[src/rtl/srte_pkg.sv]
// Shared types, constants and helpers of the stepper ramp table executor.
package srte_pkg;

	localparam int unsigned TABLE_DEPTH_DEF  = 1024;
	localparam int unsigned STALL_MIN_DEF    = 640;
	localparam int unsigned STALL_PERIOD_DEF = 16;

	// Widths fixed by the request and result fields.
	localparam int STEP_W   = 24;
	localparam int RAMP_W   = 11;
	localparam int CRUISE_W = 20;
	localparam int IVAL_W   = 16;
	localparam int TIME_W   = 32;
	localparam int EIDX_W   = 10;
	localparam int ADDR_MAX_W = 16;

	// Request codes.
	localparam logic [1:0] REQ_LOAD  = 2'd0;
	localparam logic [1:0] REQ_START = 2'd1;
	localparam logic [1:0] REQ_TICK  = 2'd2;

	// Configuration register indexes.
	localparam logic [1:0] CFG_TOTAL_STEPS  = 2'd0;
	localparam logic [1:0] CFG_RAMP_STEPS   = 2'd1;
	localparam logic [1:0] CFG_CRUISE       = 2'd2;
	localparam logic [1:0] CFG_STALL_ENABLE = 2'd3;

	// Choice of the interval that follows a step.
	typedef struct packed {
		logic                  use_tbl;
		logic [ADDR_MAX_W-1:0] addr;
	} ivl_sel_t;

	// Reduces an index below 2048 into the table range. Every index the block
	// forms stays below 2048, so a short shift-and-subtract over the constant
	// depth does the job; for a power-of-two depth it folds down to a mask.
	function automatic logic [ADDR_MAX_W-1:0] tbl_addr(input logic [RAMP_W-1:0] x,
			input int unsigned depth);
		logic [RAMP_W-1:0] r;
		int unsigned       dk;
		r = x;
		for (int k = RAMP_W - 1; k >= 0; k--) begin
			dk = depth << k;
			if (dk < (32'd1 << RAMP_W) && {21'd0, r} >= dk) begin
				r = r - RAMP_W'(dk);
			end
		end
		return ADDR_MAX_W'(r);
	endfunction

endpackage

[src/rtl/srte_ivl_sel.sv]
// Picks the interval source and table address for the step after the current one.
module srte_ivl_sel #(
	parameter int unsigned TABLE_DEPTH = 1024
) (
	input  logic [srte_pkg::STEP_W-1:0]   step_counter,
	input  logic [srte_pkg::STEP_W-1:0]   move_length,
	input  logic [srte_pkg::RAMP_W-1:0]   ramp_steps,
	input  logic [srte_pkg::CRUISE_W-1:0] cruise_interval_us,
	output srte_pkg::ivl_sel_t            sel
);
	import srte_pkg::*;

	logic              accel;
	logic              decel;
	logic [STEP_W:0]   reach;
	logic [STEP_W-1:0] mirror;
	logic [RAMP_W-1:0] idx;

	assign accel  = step_counter < STEP_W'(ramp_steps);
	assign reach  = {1'b0, step_counter} + (STEP_W + 1)'(ramp_steps);
	assign decel  = reach >= {1'b0, move_length};
	assign mirror = move_length - step_counter - STEP_W'(1);

	// Every table index chosen here is zero or lies below ramp_steps, hence below 2048.
	always_comb begin
		sel.use_tbl = 1'b1;
		idx         = '0;
		if (accel) begin
			idx = step_counter[RAMP_W-1:0];
		end else if (decel) begin
			idx = mirror[RAMP_W-1:0];
		end else if (cruise_interval_us == '0) begin
			idx = (ramp_steps == '0) ? '0 : ramp_steps - RAMP_W'(1);
		end else begin
			sel.use_tbl = 1'b0;
		end
		sel.addr = tbl_addr(idx, TABLE_DEPTH);
	end

endmodule

[config.mk]
export PLATFORM = sky130hd
export DESIGN_NAME = srte_ivl_sel
export DESIGN_NICKNAME = d
export VERILOG_FILES = /design/src/rtl/srte_pkg.sv /design/src/rtl/srte_ivl_sel.sv
export SDC_FILE = /design/constraint.sdc
export NUM_CORES = 1
export LEC_CHECK = 0
export BUFFER_PORTS_ARGS = -buffer_cell sky130_fd_sc_hd__buf_2
export CORE_UTILIZATION = 40
export DETAILED_ROUTE_END_ITERATION = 16
export GPL_TIMING_DRIVEN = 0
export MAX_ROUTING_LAYER = met4
export PLACE_DENSITY = 0.67
export SLEW_MARGIN = 20
export SYNTH_ARGS = -nofsm -noshare
export SYNTH_HDL_FRONTEND = slang
export SYNTH_SLANG_ARGS = --single-unit
[constraint.sdc]
create_clock -name vclk -period 13.6
set_input_delay 2.72 -clock vclk [all_inputs]
set_output_delay 2.72 -clock vclk [all_outputs]
set_load 0.03 [all_outputs]
==> results of run 1 <==
-- cells in the mapped netlist (2+ instances only) --
library cell / instances / area, µm²
nor2_1: 20 / 75.1
o211ai_1: 4 / 30.0
a211oi_1: 3 / 22.5
a21oi_1: 20 / 100
o221ai_1: 2 / 17.5
nand2_1: 19 / 71.3
fa_1: 2 / 40.0
nand3b_1: 2 / 15.0
nor4_1: 9 / 56.3
buf_4: 8 / 60.1
nand3_1: 18 / 90.1
nand2b_1: 8 / 50.1
xor2_1: 9 / 78.8
ha_1: 56 / 701
or2_2: 2 / 12.5
o21a_1: 5 / 37.5
o31ai_1: 4 / 30.0
or4_1: 2 / 15.0
nor2b_1: 6 / 37.5
a2111oi_0: 2 / 17.5
o21bai_1: 2 / 15.0
nor2_2: 2 / 12.5
or3_1: 6 / 37.5
xnor2_1: 28 / 245
nor3_1: 10 / 50.1
nand4_1: 6 / 37.5
o221ai_2: 5 / 75.1
o21ai_0: 11 / 55.1
inv_1: 60 / 225
-- cell type report --
| class | instances | area [µm²] | share of cell area [%] |
|---|---|---|---|
| tap | 75 | 93.8 | 3.04 |
| timing repair buffer | 90 | 450 | 14.6 |
| multi-input combinational | 289 | 2250 | 73.0 |
| inverter | 61 | 229 | 7.42 |
| buffer | 8 | 60.1 | 1.95 |
-- cells by family (layout without fill, tap and decap cells) --
logic type                 after synthesis  in the layout  share of synthesized area (%)
and+or+nand+nor                        119            119                           25.8
AOI/OAI and AO/OA                       69             69                           20.3
buffers and inverters                   69            159                           11.5
adders and majority gates               58             58                           29.4
xor gates and xnor gates                37             37                           12.9
other                                    1              6                          0.149
-- power groups by stage --
stage	combinational, mW	sequential (mW)	clock [mW]
2_1_floorplan	0.0881	0	0
3_3_place_gp	0.123	0	0
3_5_place_dp	0.125	0	0
4_1_cts	0.126	0	0
5_1_grt	0.141	0	0
6_report	0.125	0	0
-- through the flow --
stage | std cells | hold WS, ps | utilization, % | instance area (µm²) | worst slack, ps
after global routing | 523 | 5860 | 51.5 | 3080 | 3380
final | 523 | 5840 | 51.5 | 3080 | 3790
after floorplan | 358 | 5610 | - | 2540 | 4420
after global placement | 523 | 5830 | 51.5 | 3080 | 3870
after CTS | 523 | 5850 | 51.5 | 3080 | 3790
after detailed placement | 523 | 5840 | 51.5 | 3080 | 3800
-- routing by layer --
layer  vias to the layer above  global-route usage [%]  share of wire (%)
li1                       1421                       -                  -
met1                      1173                    25.1                 46
met2                        59                    38.8                 50
met3                         4                   0.337                3.1
met4                         0                    2.68                1.1
met5                         -                       -                  0
-- worst paths after layout --
| check | to | slack, ps | cells after the start |
|---|---|---|---|
| min | sel[0] | 5840 | 3 |
| max | sel[3] | 3790 | 19 |
==> impl_metrics.tcl, run 1 <==
set metrics [dict create \
    detail_route.iter0.violations 84 \
    die_w_um 81.4 \
    mostFrequentLayoutCell "buf_2" \
    path_class "input pin to primary output" \
    seq_cell_count 0 \
    syn_inst 353 \
    drt_pass1_iterations 4 \
    final_hold_viol_count 0 \
    fin_crit_sh_pct 72.2 \
    comb_power_share_pct 100.0 \
    drive_gt1_share_pct 25.7 \
    route.detailed.vias_per_inst 5.08 \
    ys_seq_area_share_pct 0 \
    post-cts-setup-buffers 0 \
    portBuffers 90 \
    powerDensity_nw_per_um2 40.6 \
    crit_family "compound AO/OA/AOI/OAI gates" \
    tns_ps 0 \
    worst_slew_pin_slew_ps 511 \
    die_h_um 81.4 \
    start_util_pct 42.1 \
    gp_congestion 0.857 \
    layout_common_cells "buf_2, inv_1, ha_1" \
    drc 0 \
    p_int_mw 0.0543 \
    wl_per_cell_um 12.5 \
    grt_max_degree 11 \
    slew_violations 0 \
    ys_warn_count 0 \
    synthToLayoutAreaGrowth_pct 22.3 \
    setup_viol 0 \
    num_rows 28 \
    clock.fmax_mhz 102 \
    cp-start-kind "input pin" \
    antenna_found_initial 0 \
    vdd_ir_drop_max_uv 24.0 \
    critical_path.slowest_cell "a221oi_1" \
    p_clk_share_pct 0 \
    cp_data_required_time_ps 10880 \
    sequentialPowerShare_pct 0 \
    cp_max_fo 8 \
    holdCritPathClass "input pin to primary output" \
    status "finished clean" \
    grt_use_total_pct 20.7 \
    worstSetupStartpoint "ramp_steps[3]" \
    ios 96 \
    vias 2657 \
    critPathBufInv 4 \
    worstSetupEndpointType "primary output" \
    post_cts_resized 0 \
    grt-ovfl-total 0 \
    cp_cell_sequence "buf_2, inv_1, ha_1, o31a_1, a221oi_1, a211oi_1, nor2_1, nand3_1, xnor2_1, ha_1, nor2b_1, o21ai_0, o21ai_0, o31ai_1, o311ai_4, nand2b_1, buf_4, o221ai_1, buf_2" \
    fillers 634 \
    timing.slew.headroom_pct 65.8 \
    p_sw_mw 0.0710 \
    syn-mean-instance-area_um2 7.14 \
    netlist-cell-type-count 51 \
    dieArea_um2 6620 \
    switching_share_pct 56.7 \
    cap_violations 0 \
    core_area_um2 5990 \
    cpPeakStageDelay_ps 460 \
    antenna_cells 0 \
    rsz0062_at_grt "no" \
    leakagePower_nw 1.60 \
    finalPower_mw 0.125 \
    ant_nets 0 \
    final_nets 587 \
    min_from "ramp_steps[0]" \
    hpwl_mm 5.93 \
    arrival_ps 7090 \
    period_needed_ps 9810 \
    grt_pass1_wl_mm 10.8 \
    regArea_um2 0 \
    mappedNetlistArea_um2 2520 \
    clkbuf_count 0 \
    drt-total-wl_mm 6.53 \
    grt_pass1_vias 2510 \
    ctsHoldBuffers 0 \
]
No activity file was read; power rests on OpenSTA's default activity.
==> inputs of run 2 (changes only) <==
--- a/config.mk
+++ b/config.mk
@@ -10,7 +10,7 @@
 export DETAILED_ROUTE_END_ITERATION = 16
 export GPL_TIMING_DRIVEN = 0
 export MAX_ROUTING_LAYER = met4
-export PLACE_DENSITY = 0.67
+export PLACE_DENSITY = 0.7
 export SLEW_MARGIN = 20
 export SYNTH_ARGS = -nofsm -noshare
 export SYNTH_HDL_FRONTEND = slang
==> constraint.sdc (replaced) <==
create_clock -name vclk -period 8.2
set_input_delay 1.64 -clock vclk [all_inputs]
set_output_delay 1.64 -clock vclk [all_outputs]
set_load 0.03 [all_outputs]
==> run 2 against run 1 <==
Power increased by 66%. Critical endpoint unchanged. Flip-flop and latch count unchanged. Final cell count unchanged. Non-clock buffer count unchanged. Sequential share of layout area unchanged. Critical path type unchanged. Count of clock-buffer cells in the layout unchanged. Final area unchanged. Via count increased by 0.34%. Routed wire length increased by 1.8%. Largest cell class unchanged. First-iteration DRC count increased by 17%.
==> impl_metrics.tcl, run 2 (synthesis gave the netlist of run 1 again) <==
set metrics [dict create \
    use_met2_pct 38.0 \
    core_area_um2 5990 \
    die_w_um 81.4 \
    cp_data_required_time_ps 6560 \
    die_h_um 81.4 \
    grt_max_degree 11 \
    gr-usage-met3_pct 0.674 \
    hpwl_mm 5.91 \
    worstSetupEndpointType "primary output" \
    final_nets 587 \
    drt-total-wl_mm 6.65 \
    gr-max-usage-layer "met2" \
    switching_share_pct 56.7 \
    status "finished clean" \
    dp.cells 523 \
    sequentialPowerShare_pct 0 \
    rsz0062_at_grt "no" \
    dp_slack_ps 656 \
    ctsHoldBuffers 0 \
    final-instance-count-excl-fill 523 \
    setup_viol 0 \
    ant_nets 0 \
    grt_pass1_vias 2553 \
    leakagePower_nw 1.60 \
    dieArea_um2 6620 \
    clkbuf_count 0 \
    regArea_um2 0 \
    use_met1_pct 26.6 \
    antenna_found_initial 0 \
    gp_congestion 0.855 \
    wl_per_cell_um 12.7 \
    portBuffers 90 \
    arrival_ps 5920 \
    post-cts-setup-buffers 0 \
    setup_slack_ps 638 \
    drc 0 \
    holdCritPathClass "input pin to primary output" \
    num_rows 28 \
    cp_max_fo 8 \
    grt_pass1_wl_mm 10.9 \
    drt_pass1_iterations 4 \
    tns_ps 0 \
    start_util_pct 42.1 \
    post_cts_resized 0 \
    mostFrequentLayoutCell "buf_2" \
    cp-start-kind "input pin" \
    seq_cell_count 0 \
    cap_violations 0 \
    antenna_cells 0 \
    p_int_mw 0.0901 \
    fillers 617 \
    clock.fmax_mhz 132 \
    drive_gt1_share_pct 25.7 \
    p_clk_share_pct 0 \
    grt_use_total_pct 20.9 \
    route.detailed.vias_per_inst 5.10 \
    detail_route.iter0.violations 98 \
    vias 2666 \
    final_hold_viol_count 0 \
    vdd_ir_drop_max_uv 39.0 \
    period_needed_ps 7560 \
    p_sw_mw 0.118 \
    comb_power_share_pct 100.0 \
    fin_crit_sh_pct 92.2 \
    timing.hold.ws_ps 3670 \
    layout_common_cells "buf_2, inv_1, ha_1" \
    grt-ovfl-total 0 \
    path_class "input pin to primary output" \
    slew_violations 0 \
    synthToLayoutAreaGrowth_pct 22.3 \
    ios 96 \
    powerDensity_nw_per_um2 67.4 \
]
run 2: worst max-delay path: stages:
cell,delay (ps)
buf_2,140
inv_1,100
ha_1,370
o31a_1,350
a221oi_1,420
a211oi_1,160
nor2_1,410
nand3_1,150
xnor2_1,150
ha_1,280
nor2b_1,130
o21ai_0,130
o21ai_0,130
o31ai_1,370
o311ai_4,180
nand2b_1,180
buf_4,180
o221ai_1,210
buf_2,240
run 2: power by group through the flow:
stage | clock, mW | sequential (mW) | combinational (mW)
final | 0 | 0 | 0.208
after global routing | 0 | 0 | 0.233
after CTS | 0 | 0 | 0.208
after detailed placement | 0 | 0 | 0.207
after global placement | 0 | 0 | 0.202
after floorplan | 0 | 0 | 0.146
run 2: cell type report:
type / instances / area, µm² / area share, %
Tap cell: 75 / 93.8 / 3.04
Timing Repair Buffer: 90 / 450 / 14.6
Multi-Input combinational cell: 289 / 2250 / 73.0
Inverter: 61 / 229 / 7.42
Buffer: 8 / 60.1 / 1.95
run 2: path summary, 6_finish.rpt:
check	cells past startpoint	endpoint	slack (ps)	start
max	19	sel[3]	640	ramp_steps[3]
min	3	sel[0]	3670	ramp_steps[0]
run 2: routing by layer:
metal	part of all wire, %	vias up
met4	0.35	0
met5	0	-
met3	4.1	2
li1	-	1425
met1	47	1184
met2	48	55
run 2: metrics by stage:
step / utilization (%) / total power [mW] / instance area, µm²
floorplan: - / 0.146 / 2540
global placement: 51.5 / 0.202 / 3080
detailed placement: 51.5 / 0.207 / 3080
CTS: 51.5 / 0.208 / 3080
global route: 51.5 / 0.233 / 3080
finish: 51.5 / 0.208 / 3080
==> inputs of run 3 (changes only) <==
--- a/config.mk
+++ b/config.mk
@@ -6,11 +6,13 @@
 export NUM_CORES = 1
 export LEC_CHECK = 0
 export BUFFER_PORTS_ARGS = -buffer_cell sky130_fd_sc_hd__buf_2
+export CAP_MARGIN = 25
 export CORE_UTILIZATION = 40
 export DETAILED_ROUTE_END_ITERATION = 16
 export GPL_TIMING_DRIVEN = 0
 export MAX_ROUTING_LAYER = met4
 export PLACE_DENSITY = 0.7
+export REMOVE_ABC_BUFFERS = 1
 export SLEW_MARGIN = 20
 export SYNTH_ARGS = -nofsm -noshare
 export SYNTH_HDL_FRONTEND = slang
==> run 3 against run 2 <==
Critical path depth down 1. Non-clock buffer count down 8. Die area is the same. Routed wire length decreased by 1.9%. Final area down 1.9%. Via count rose by 0.30%. Count of clock-buffer cells in the layout is the same. Worst setup slack lost 270 ps. Hold slack improved by 4.2 ps. Critical endpoint unchanged. Largest cell class unchanged. Highest routed layer unchanged.
==> impl_metrics.tcl, run 3 (synthesis gave the netlist of run 1 again) <==
set metrics [dict create \
    status "finished clean" \
    arrival_ps 6190 \
    clock.fmax_mhz 128 \
    grt_max_degree 13 \
    seq_cell_count 0 \
    worstSetupEndpointType "primary output" \
    die_h_um 81.4 \
    antenna_cells 0 \
    core_area_um2 5990 \
    portBuffers 90 \
    dieArea_um2 6620 \
    setup_viol 0 \
    grt_pass1_wl_mm 10.8 \
    ctsHoldBuffers 0 \
    clkbuf_count 0 \
    finalPower_mw 0.205 \
    synthToLayoutAreaGrowth_pct 20.0 \
    slew_violations 0 \
    cp-start-kind "input pin" \
    leakagePower_nw 1.56 \
    grt-ovfl-total 0 \
    grt_use_total_pct 20.6 \
    wl_per_cell_um 12.7 \
    final_hold_viol_count 0 \
    hold_end "sel[0]" \
    num_rows 28 \
    grt_pass1_vias 2522 \
    ios 96 \
    worst_slew_pin_slew_ps 602 \
    cp_max_fo 12 \
    tns_ps 0 \
    vias 2674 \
    fillers 628 \
    drc 0 \
    path_class "input pin to primary output" \
    mostFrequentLayoutCell "buf_2" \
    fin_crit_sh_pct 95.5 \
    hpwl_mm 5.82 \
    drive_gt1_share_pct 24.5 \
    whs_path_depth 3 \
    drt-total-wl_mm 6.53 \
    final_nets 579 \
    layout_common_cells "buf_2, inv_1, ha_1" \
    die_w_um 81.4 \
    detail_route.iter0.violations 94 \
    final-instance-count-excl-fill 515 \
    post-cts-setup-buffers 0 \
    period_needed_ps 7830 \
    powerDensity_nw_per_um2 67.6 \
    holdCritPathClass "input pin to primary output" \
    post_cts_resized 0 \
    min_from "ramp_steps[0]" \
    drt_pass1_iterations 4 \
    cap_violations 0 \
    dp.cells 515 \
    ant_nets 0 \
    gp_congestion 0.874 \
    antenna_found_initial 0 \
    vdd_ir_drop_max_uv 31.5 \
    route.detailed.vias_per_inst 5.19 \
    place_area_um2 3020 \
    postLayoutCellArea_um2 3030 \
    start_util_pct 42.1 \
    timing.slew.headroom_pct 59.8 \
    rsz0062_at_grt "no" \
    cp_data_required_time_ps 6560 \
    regArea_um2 0 \
]
run 3: routing by layer:
layer | global-route usage, % | wire, µm | share of wire [%]
met2 | 37.3 | 3100 | 48
met3 | 0.337 | 269 | 4.1
met4 | 1.25 | 30 | 0.46
met1 | 26.4 | 3120 | 48
met5 | - | 0 | 0
run 3: critical path: stages:
cell and delay [ps]:
buf_2 130, inv_1 90, ha_1 370, o31a_1 350
a221oi_1 450, a211oi_1 180, nor2_2 310, nand3_1 130
xnor2_1 140, ha_1 280, nor2b_1 130, o21ai_0 150
o21ai_0 140, o31ai_1 390, o311ai_4 290, nand2b_1 430
o221ai_1 330, buf_2 250
run 3: power by group:
group / internal, mW / total, mW / switching, mW
Combinational: 0.0873 / 0.205 / 0.117
Clock: 0 / 0 / 0
Sequential: 0 / 0 / 0
run 3: through the flow:
| step | hold slack (ps) | setup slack [ps] | utilization (%) |
|---|---|---|---|
| 2_1_floorplan | 3450 | 1050 | - |
| 3_3_place_gp | 3660 | 388 | 50.5 |
| 3_5_place_dp | 3670 | 247 | 50.5 |
| 4_1_cts | 3670 | 243 | 50.5 |
| 5_1_grt | 3690 | 52.1 | 50.5 |
| 6_report | 3670 | 372 | 50.5 |
run 3: worst max path at each step:
stage	start	to	slack (ps)	cells past startpoint
detailed placement	ramp_steps[3]	sel[3]	250	18
floorplan	step_counter[0]	sel[2]	1050	19
global placement	ramp_steps[3]	sel[3]	390	18
finish	ramp_steps[3]	sel[3]	370	18
global route	ramp_steps[3]	sel[3]	50	18
CTS	ramp_steps[3]	sel[3]	240	18
run 3: area by class of cell:
class	count	area [µm²]	area share [%]
repair buffers	90	450	14.9
well taps	75	93.8	3.10
multi-input cells	289	2250	74.5
inverters	61	229	7.57
